<file path="src/design/dtwc_pkg.sv">
// Package for the delay-threshold congestion window block.
// Holds the shared arithmetic unit's types, register indexes and reset constants.
// Depends on nothing.
package dtwc_pkg;

  // Width of the shared add/subtract unit: one bit above the 32-bit window.
  localparam int unsigned ALU_W = 33;

  // Width of the window state and of the reciprocal.
  localparam int unsigned WIN_W = 32;

  // Configuration register indexes.
  localparam int unsigned CFG_INDEX_W = 1;
  localparam logic [CFG_INDEX_W-1:0] REG_RTT_THRESHOLD  = 1'd0;
  localparam logic [CFG_INDEX_W-1:0] REG_INITIAL_WINDOW = 1'd1;

  // Register reset values.
  localparam logic [31:0] RESET_RTT_THRESHOLD  = 32'd500;
  localparam logic [15:0] RESET_INITIAL_WINDOW = 16'd50;

  typedef enum logic {
    ALU_ADD,
    ALU_SUB
  } alu_op_e;

  // Result of the shared unit: carry out is "no wrap" on a subtraction.
  typedef struct packed {
    logic             carry;
    logic [ALU_W-1:0] value;
  } alu_res_t;

endpackage

</file>
<file path="src/design/dtwc_alu.sv">
// Shared add/subtract unit of the delay-threshold congestion window block.
// Depends on dtwc_pkg for the operation code and result types.
module dtwc_alu (
  input  dtwc_pkg::alu_op_e               op_i,
  input  logic [dtwc_pkg::ALU_W-1:0]      a_i,
  input  logic [dtwc_pkg::ALU_W-1:0]      b_i,
  output dtwc_pkg::alu_res_t              res_o
);

  logic [dtwc_pkg::ALU_W-1:0] b_sel;
  logic                       carry_in;
  logic [dtwc_pkg::ALU_W:0]   sum;

  // A subtraction is an addition of the inverted operand plus one.
  always_comb begin
    b_sel    = (op_i == dtwc_pkg::ALU_SUB) ? ~b_i : b_i;
    carry_in = (op_i == dtwc_pkg::ALU_SUB);
    sum      = {1'b0, a_i} + {1'b0, b_sel} + {{dtwc_pkg::ALU_W{1'b0}}, carry_in};
  end

  assign res_o.carry = sum[dtwc_pkg::ALU_W];
  assign res_o.value = sum[dtwc_pkg::ALU_W-1:0];

endmodule

</file>
<file path="src/design/delay_threshold_window_control.sv">
// Top level of the delay-threshold congestion window block.
// Depends on dtwc_pkg and on dtwc_alu, the shared add/subtract unit.
//
//   Channel   Direction  Handshake                    Contents
//   s_axis    in         s_axis_tvalid/s_axis_tready  tuser: action; tdata: send_time, ack_time
//   m_axis    out        m_axis_tvalid/m_axis_tready  tdata: window
//   cfg       in         cfg_we_i                     cfg_index_i, cfg_data_i
//
// An acknowledgment runs through the division, the update and the output load before the
// next request is accepted: the reciprocal comes from a restoring divider that
// produces one quotient bit a cycle on the shared unit, then one update state and one
// state to load the output register. A timeout skips the division.
// Reset loads the threshold and the initial window and empties the output register.
// A result waiting in the output register does not stop the next request being
// accepted; only a second finished result waits for the first to be taken.
module delay_threshold_window_control #(
  parameter int unsigned FRACTION_BITS = 16,
  parameter int unsigned TIME_BITS     = 32
) (
  input  logic        clk_i,
  input  logic        rst_ni,

  input  logic        s_axis_tvalid,
  output logic        s_axis_tready,
  input  logic [63:0] s_axis_tdata,   // [31:0] send_time, [63:32] ack_time
  input  logic [0:0]  s_axis_tuser,   // [0] action: 0 acknowledgment, 1 timeout

  output logic        m_axis_tvalid,
  input  logic        m_axis_tready,
  output logic [15:0] m_axis_tdata,   // [15:0] window

  input  logic                               cfg_we_i,
  input  logic [dtwc_pkg::CFG_INDEX_W-1:0]   cfg_index_i,
  input  logic [31:0]                        cfg_data_i
);

  // Quotient of 2^(2*FRACTION_BITS) over the window has this many bits.
  localparam int unsigned QW = 2 * FRACTION_BITS + 1;
  localparam int unsigned CW = $clog2(QW + 1);
  localparam logic [CW-1:0] LAST_STEP = CW'(QW - 1);

  // The round-trip time is worked out at least as wide as the threshold.
  localparam int unsigned DW = (TIME_BITS > 32) ? TIME_BITS : 32;
  localparam logic [DW-1:0] TIME_MASK = {DW{1'b1}} >> (DW - TIME_BITS);

  localparam logic [31:0] ONE_FX       = 32'd1 << FRACTION_BITS;
  localparam logic [31:0] RESET_WINDOW =
    32'(dtwc_pkg::RESET_INITIAL_WINDOW) << FRACTION_BITS;

  localparam logic [1:0] ST_IDLE   = 2'd0;
  localparam logic [1:0] ST_DIV    = 2'd1;
  localparam logic [1:0] ST_UPDATE = 2'd2;
  localparam logic [1:0] ST_EMIT   = 2'd3;

  logic [1:0]    state_q, state_d;
  logic [CW-1:0] cnt_q, cnt_d;
  logic [31:0]   window_q, window_d;
  logic [31:0]   thr_q, thr_d;
  logic          m_valid_q, m_valid_d;
  logic [15:0]   m_data_q, m_data_d;

  // Working registers of one request; they need no reset.
  logic          action_q;
  logic [DW-1:0] rtt_q;
  logic          lt_q;
  logic [31:0]   rem_q, rem_d;
  logic [QW-1:0] quo_q, quo_d;

  logic                  accept;
  logic [DW-1:0]         rtt_d;
  logic                  gt_one;
  logic [QW+31:0]        quo_ext;
  logic [31:0]           recip;
  logic [32:0]           rem_shift;
  logic [47:0]           int_part;
  logic [15:0]           init_win;
  logic [FRACTION_BITS+47:0] init_ext;
  logic [31:0]           init_fx;

  dtwc_pkg::alu_op_e                alu_op;
  logic [dtwc_pkg::ALU_W-1:0]       alu_a, alu_b;
  dtwc_pkg::alu_res_t               alu_res;

  dtwc_alu u_alu (
    .op_i  (alu_op),
    .a_i   (alu_a),
    .b_i   (alu_b),
    .res_o (alu_res)
  );

  assign s_axis_tready = (state_q == ST_IDLE);
  assign accept        = s_axis_tvalid && s_axis_tready;
  assign m_axis_tvalid = m_valid_q;
  assign m_axis_tdata  = m_data_q;

  // The round-trip time wraps at the width of the timestamps.
  assign rtt_d = (DW'(s_axis_tdata[63:32]) - DW'(s_axis_tdata[31:0])) & TIME_MASK;

  assign gt_one = (window_q > ONE_FX);

  // The reciprocal saturates when the quotient needs more than 32 bits.
  assign quo_ext = (QW + 32)'(quo_q);
  assign recip   = (|quo_ext[QW+31:32]) ? '1 : quo_ext[31:0];

  // The dividend is a single one at its top bit, so only the first step shifts in a one.
  assign rem_shift = {rem_q, (cnt_q == '0)};

  // Integer part of the window; it is saturated to the 16-bit output when emitted.
  assign int_part = 48'(window_q) >> FRACTION_BITS;

  // Initial window: zero is taken as one, and a value too wide for 32 bits saturates.
  assign init_win = (cfg_data_i[15:0] == '0) ? 16'd1 : cfg_data_i[15:0];
  assign init_ext = (FRACTION_BITS + 48)'(init_win) << FRACTION_BITS;
  assign init_fx  = (|init_ext[FRACTION_BITS+47:32]) ? '1 : init_ext[31:0];

  // Operand selection for the shared unit: division steps, then growth or shrinking.
  always_comb begin
    alu_op = dtwc_pkg::ALU_SUB;
    alu_a  = {1'b0, window_q};
    alu_b  = {1'b0, recip};
    if (state_q == ST_DIV) begin
      alu_a = rem_shift;
      alu_b = {1'b0, window_q};
    end else if (lt_q) begin
      alu_op = dtwc_pkg::ALU_ADD;
    end
  end

  always_comb begin
    state_d   = state_q;
    cnt_d     = cnt_q;
    window_d  = window_q;
    thr_d     = thr_q;
    rem_d     = rem_q;
    quo_d     = quo_q;
    m_valid_d = m_valid_q && !m_axis_tready;
    m_data_d  = m_data_q;

    unique case (state_q)
      ST_IDLE: begin
        if (accept) begin
          cnt_d   = '0;
          rem_d   = '0;
          state_d = s_axis_tuser[0] ? ST_UPDATE : ST_DIV;
        end
      end
      ST_DIV: begin
        // A step that fits leaves the difference and sets the quotient bit.
        if (alu_res.carry) begin
          rem_d = alu_res.value[31:0];
        end else begin
          rem_d = rem_shift[31:0];
        end
        quo_d = {quo_q[QW-2:0], alu_res.carry};
        cnt_d = cnt_q + CW'(1);
        if (cnt_q == LAST_STEP) begin
          state_d = ST_UPDATE;
        end
      end
      ST_UPDATE: begin
        if (action_q) begin
          if (gt_one) begin
            window_d = window_q >> 1;
          end
        end else if (lt_q) begin
          window_d = alu_res.value[32] ? '1 : alu_res.value[31:0];
        end else if (gt_one) begin
          window_d = alu_res.value[31:0];
        end
        state_d = ST_EMIT;
      end
      ST_EMIT: begin
        if (!m_valid_q || m_axis_tready) begin
          m_valid_d = 1'b1;
          m_data_d  = (|int_part[47:16]) ? 16'hFFFF : int_part[15:0];
          state_d   = ST_IDLE;
        end
      end
      default: state_d = ST_IDLE;
    endcase

    // Configuration must be written only while the block is idle; the block does not enforce this.
    if (cfg_we_i) begin
      unique case (cfg_index_i)
        dtwc_pkg::REG_RTT_THRESHOLD:  thr_d    = cfg_data_i;
        dtwc_pkg::REG_INITIAL_WINDOW: window_d = init_fx;
        default: ;
      endcase
    end
  end

  always_ff @(posedge clk_i or negedge rst_ni) begin
    if (!rst_ni) begin
      state_q   <= ST_IDLE;
      cnt_q     <= '0;
      window_q  <= RESET_WINDOW;
      thr_q     <= dtwc_pkg::RESET_RTT_THRESHOLD;
      m_valid_q <= 1'b0;
    end else begin
      state_q   <= state_d;
      cnt_q     <= cnt_d;
      window_q  <= window_d;
      thr_q     <= thr_d;
      m_valid_q <= m_valid_d;
    end
  end

  always_ff @(posedge clk_i) begin
    rem_q    <= rem_d;
    quo_q    <= quo_d;
    m_data_q <= m_data_d;
    if (accept) begin
      action_q <= s_axis_tuser[0];
      rtt_q    <= rtt_d;
    end
    // The comparison settles during the division, well before the update uses it.
    if (state_q == ST_DIV) begin
      lt_q <= (rtt_q < DW'(thr_q));
    end
  end

  // The window can never reach zero, so the reciprocal is always a true quotient.
  assert property (@(posedge clk_i) disable iff (!rst_ni) window_q != '0)
    else $error("congestion window reached zero");

  assert property (@(posedge clk_i) disable iff (!rst_ni)
    (state_q == ST_DIV && cnt_q == LAST_STEP) |=> state_q == ST_UPDATE)
    else $error("division did not hand over to the update");

  assert property (@(posedge clk_i) disable iff (!rst_ni)
    (s_axis_tvalid && s_axis_tready) |=> !s_axis_tready)
    else $error("second request accepted while one is in work");

  assert property (@(posedge clk_i) disable iff (!rst_ni)
    (state_q == ST_EMIT && (!m_valid_q || m_axis_tready)) |=>
      (m_axis_tvalid && state_q == ST_IDLE))
    else $error("finished result not loaded into the output register");

endmodule

</file>
<file path="config.mk">
export PLATFORM = sky130hd
export DESIGN_NAME = delay_threshold_window_control
export DESIGN_NICKNAME = d
export VERILOG_FILES = /design/src/design/dtwc_pkg.sv /design/src/design/dtwc_alu.sv /design/src/design/delay_threshold_window_control.sv
export SDC_FILE = /design/constraint.sdc
export NUM_CORES = 1
export LEC_CHECK = 0
export BUFFER_PORTS_ARGS = -buffer_cell sky130_fd_sc_hd__buf_2
export CAP_MARGIN = 20
export CORE_MARGIN = 4
export CORE_UTILIZATION = 50
export CTS_CLUSTER_SIZE = 16
export DETAILED_ROUTE_END_ITERATION = 6
export MAX_ROUTING_LAYER = met4
export PLACE_DENSITY_LB_ADDON = 0.12
export SLEW_MARGIN = 5
export SYNTH_ARGS = -nofsm -noshare
export SYNTH_HDL_FRONTEND = slang
export SYNTH_HIERARCHICAL = 1
export SYNTH_SLANG_ARGS = --single-unit
</file>
<file path="constraint.sdc">
create_clock -name clk_i -period 13.2 [get_ports clk_i]
set_input_delay 0 -clock clk_i [delete_from_list [all_inputs] [get_ports clk_i]]
set_output_delay 0 -clock clk_i [all_outputs]
set_load 0.02 [all_outputs]
</file>
==> flow_metrics.py <==
metrics = {
    "run_status": {
        "outcome": "finished clean",
    },
    "drt": {
        "dr.pass1.iters": 5,
        "drcViolationCount": 0,
        "ant_nets": 0,
        "routed_wl_um": 32800,
        "wire_per_inst_um": 17.7,
        "post_drt_via_cell_ratio": 5.70,
        "num_vias": 10600,
        "drt_first_iter_violations": 783,
    },
    "sta": {
        "worstMarginPinSlew_ns": 1.03,
        "hold_violations": 0,
        "tns_ns": 0,
        "setup_violations": 0,
        "min_period_ns": 5.88,
        "skew_ns": 0.0154,
        "max_freq_mhz": 170,
        "slew_violations": 0,
        "timing.slew.headroom": 0.311,
        "rsz0062_at_grt": "no",
        "period_share": 0.445,
    },
    "critical_path": {
        "critical_path.startpoint_type": "register",
        "required_ns": 13.52,
        "cp_cell_sequence": "inv_1 -> ha_4 -> buf_4 -> o21ai_0 -> xor2_1 -> ha_1 -> a211oi_2 -> o21ai_1 -> o21ai_2 -> a21oi_2 -> o211ai_1 -> a21oi_1 -> xor2_1 -> and2_0 -> nand2b_1 -> nor2_1 -> o31ai_1",
        "path_class": "reg2reg",
        "regToRegSetupSlack_ns": 7.32,
        "worstPathArrival_ns": 6.19,
        "cp_slowest_stage_delay_ns": 0.79,
        "crit_path_max_fanout": 90,
        "crit_slowest_cell": "buf_4",
        "cp_num_buf_inv": 2,
        "crit_top_cell": "xor2_1",
        "cp-end-kind": "register",
        "cpLargestDelayFamily": "compound AO/OA/AOI/OAI gates",
    },
    "power": {
        "p_leak_nw": 6.33,
        "power_density_nw_per_um2": 289,
        "max-vdd-ir-drop_mv": 0.168,
        "finalPower_w": 0.00430,
    },
    "floorplan": {
        "initial_utilization": 0.511,
        "core-area_sq_um": 25400,
        "die-area_sq_um": 28600,
        "die_w_um": 169,
        "die_h_um": 169,
        "ios": 121,
        "floorplan.rows": 58,
    },
    "global_routing": {
        "grt_pass1_vias": 10400,
        "overflow": 0,
        "grt_max_degree": 91,
        "grtUsageTotal": 0.237,
        "grt_pass1_wl_um": 53500,
        "antenna_found_initial": 1,
    },
    "clock_network": {
        "cts_tree": "built",
        "htreeDepth": 4,
        "cts.path.max_buffers": 2,
        "clkLatencyLatePin_ns": 0.44,
        "cts_sinks": 188,
        "path_clk_slew_ns": 0.08,
        "cts_setup_buffers": 0,
        "cts_buffers": 17,
        "cts-root-buf": "clkbuf_16",
        "ctsHoldBuffers": 41,
        "cts_resized": 0,
    },
    "final_layout": {
        "nNetsFinal": 1715,
        "final_util": 0.585,
        "drive_gt1_frac": 0.152,
        "final_common_cell": "nand2_1",
        "syn2layout_area_growth_pct": 14.5,
        "instances_no_fill": 1854,
        "final_cell_mix": "144 x nand2_1, 119 x buf_2, 117 x nor2_1, 115 x o21ai_0, 115 x edfxtp_1",
        "final_area_sq_um": 14900,
    },
    "logic_synthesis": {
        "yosysWarnings": 6,
        "syn-num-nets": 1585,
        "synth_seq_area_share": 0.408,
        "syn_avg_cell_area_sq_um": 9.41,
        "syn_inst": 1380,
        "synth_flop_cell": "edfxtp_1",
        "ys_types": 82,
        "synth-seq-cells": 188,
        "synth_edf_count": 115,
        "async_flop_share": 0.388,
        "synthesis.area_sq_um": 13000,
    },
    "worst_hold_path": {
        "min_path_type": "in2reg",
    },
    "job": {
        "cap_violations": 0,
    },
    "placed_design": {
        "io_buffers": 120,
        "hpwl_um": 24200,
        "placed_cells": 1780,
        "gp_congestion": 0.983,
        "place_area_sq_um": 13900,
    },
}
[flip-flops by register name (all words and copies together) (netlist names)]
signal,count
cnt_q,6
lt_q,1
rtt_q,32
window_q,32
action_q,1
m_axis_tdata,16
rem_q,32
m_axis_tvalid,1
thr_q,32
quo_q,33
state_q,2
[worst min-delay path, stage by stage]
cell    delay, ns
buf_2        0.08
ha_1         0.14
xor2_1       0.07
[final timing paths]
kind,start,to,cells after the start
max,state_q[1],window_q[2],17
min,s_axis_tdata[62],rtt_q[30],3
max reg2reg,state_q[1],window_q[2],17
min reg2reg,quo_q[5],quo_q[6],0
max in group asynchronous,rst_ni,window_q[25],2
min in group asynchronous,rst_ni,window_q[6],2
[power by group]
part	switching [W]	internal [W]
Combinational	0.00169	0.00106
Clock	0.000264	0.000257
Sequential	0.000158	0.000869
[cells in the mapped netlist (24+ instances only)]
library cell    n  area [sq um]
inv_1          88           330
clkbuf_1       45           169
a21o_1         43           323
edfxtp_1      115          3450
nand2_1       144           541
nand3_1        24           120
ha_1          100          1250
xnor2_1        39           342
xor2_1         59           517
dfrtp_1        64          1600
mux2_2         30           338
nor2_1        117           439
mux2i_1        35           350
a21oi_1        93           465
o21ai_0       116           581
[metal layers]
| metal | GRT usage | share of wire | vias up |
|---|---|---|---|
| met3 | 0.0298 | 0.053 | 38 |
| met4 | 0.0648 | 0.019 | 0 |
| li1 | - | - | 5230 |
| met2 | 0.381 | 0.48 | 296 |
| met5 | - | 0 | - |
| met1 | 0.319 | 0.45 | 5006 |
[layout make-up]
| type | count | area (sq um) |
|---|---|---|
| Sequential cell | 188 | 5290 |
| Antenna cell | 1 | 2.50 |
| Fill cell | 2260 | 10500 |
| Inverter | 89 | 334 |
| Clock inverter | 15 | 170 |
| Multi-Input combinational cell | 1043 | 7140 |
| Timing Repair Buffer | 171 | 1090 |
| Clock buffer | 17 | 425 |
| Tap cell | 330 | 413 |
[cell families (layout without fill, tap and decap cells)]
family / Yosys count / count (layout) / synth area share
XOR/XNOR: 98 / 98 / 0.0661
flip-flops: 188 / 188 / 0.408
AO/OA/AOI/OAI: 392 / 392 / 0.192
adder cells (fa/ha/maj): 102 / 102 / 0.0995
buffers and inverters: 149 / 292 / 0.0452
AND/OR/NAND/NOR: 384 / 384 / 0.135
other: 1 / 2 / 0.000289
multiplexers: 66 / 66 / 0.0542
[metrics by stage]
| step | worst slack [ns] | hold WS, ns |
|---|---|---|
| finish | 7.32 | 0.0102 |
| global route | 6.78 | 0.0156 |
| CTS | 7.41 | 0.000563 |
| detailed placement | 7.45 | 0.212 |
| global placement | 7.63 | 0.201 |
| floorplan | 7.77 | -0.296 |
Power figures use the tool's default switching activity.
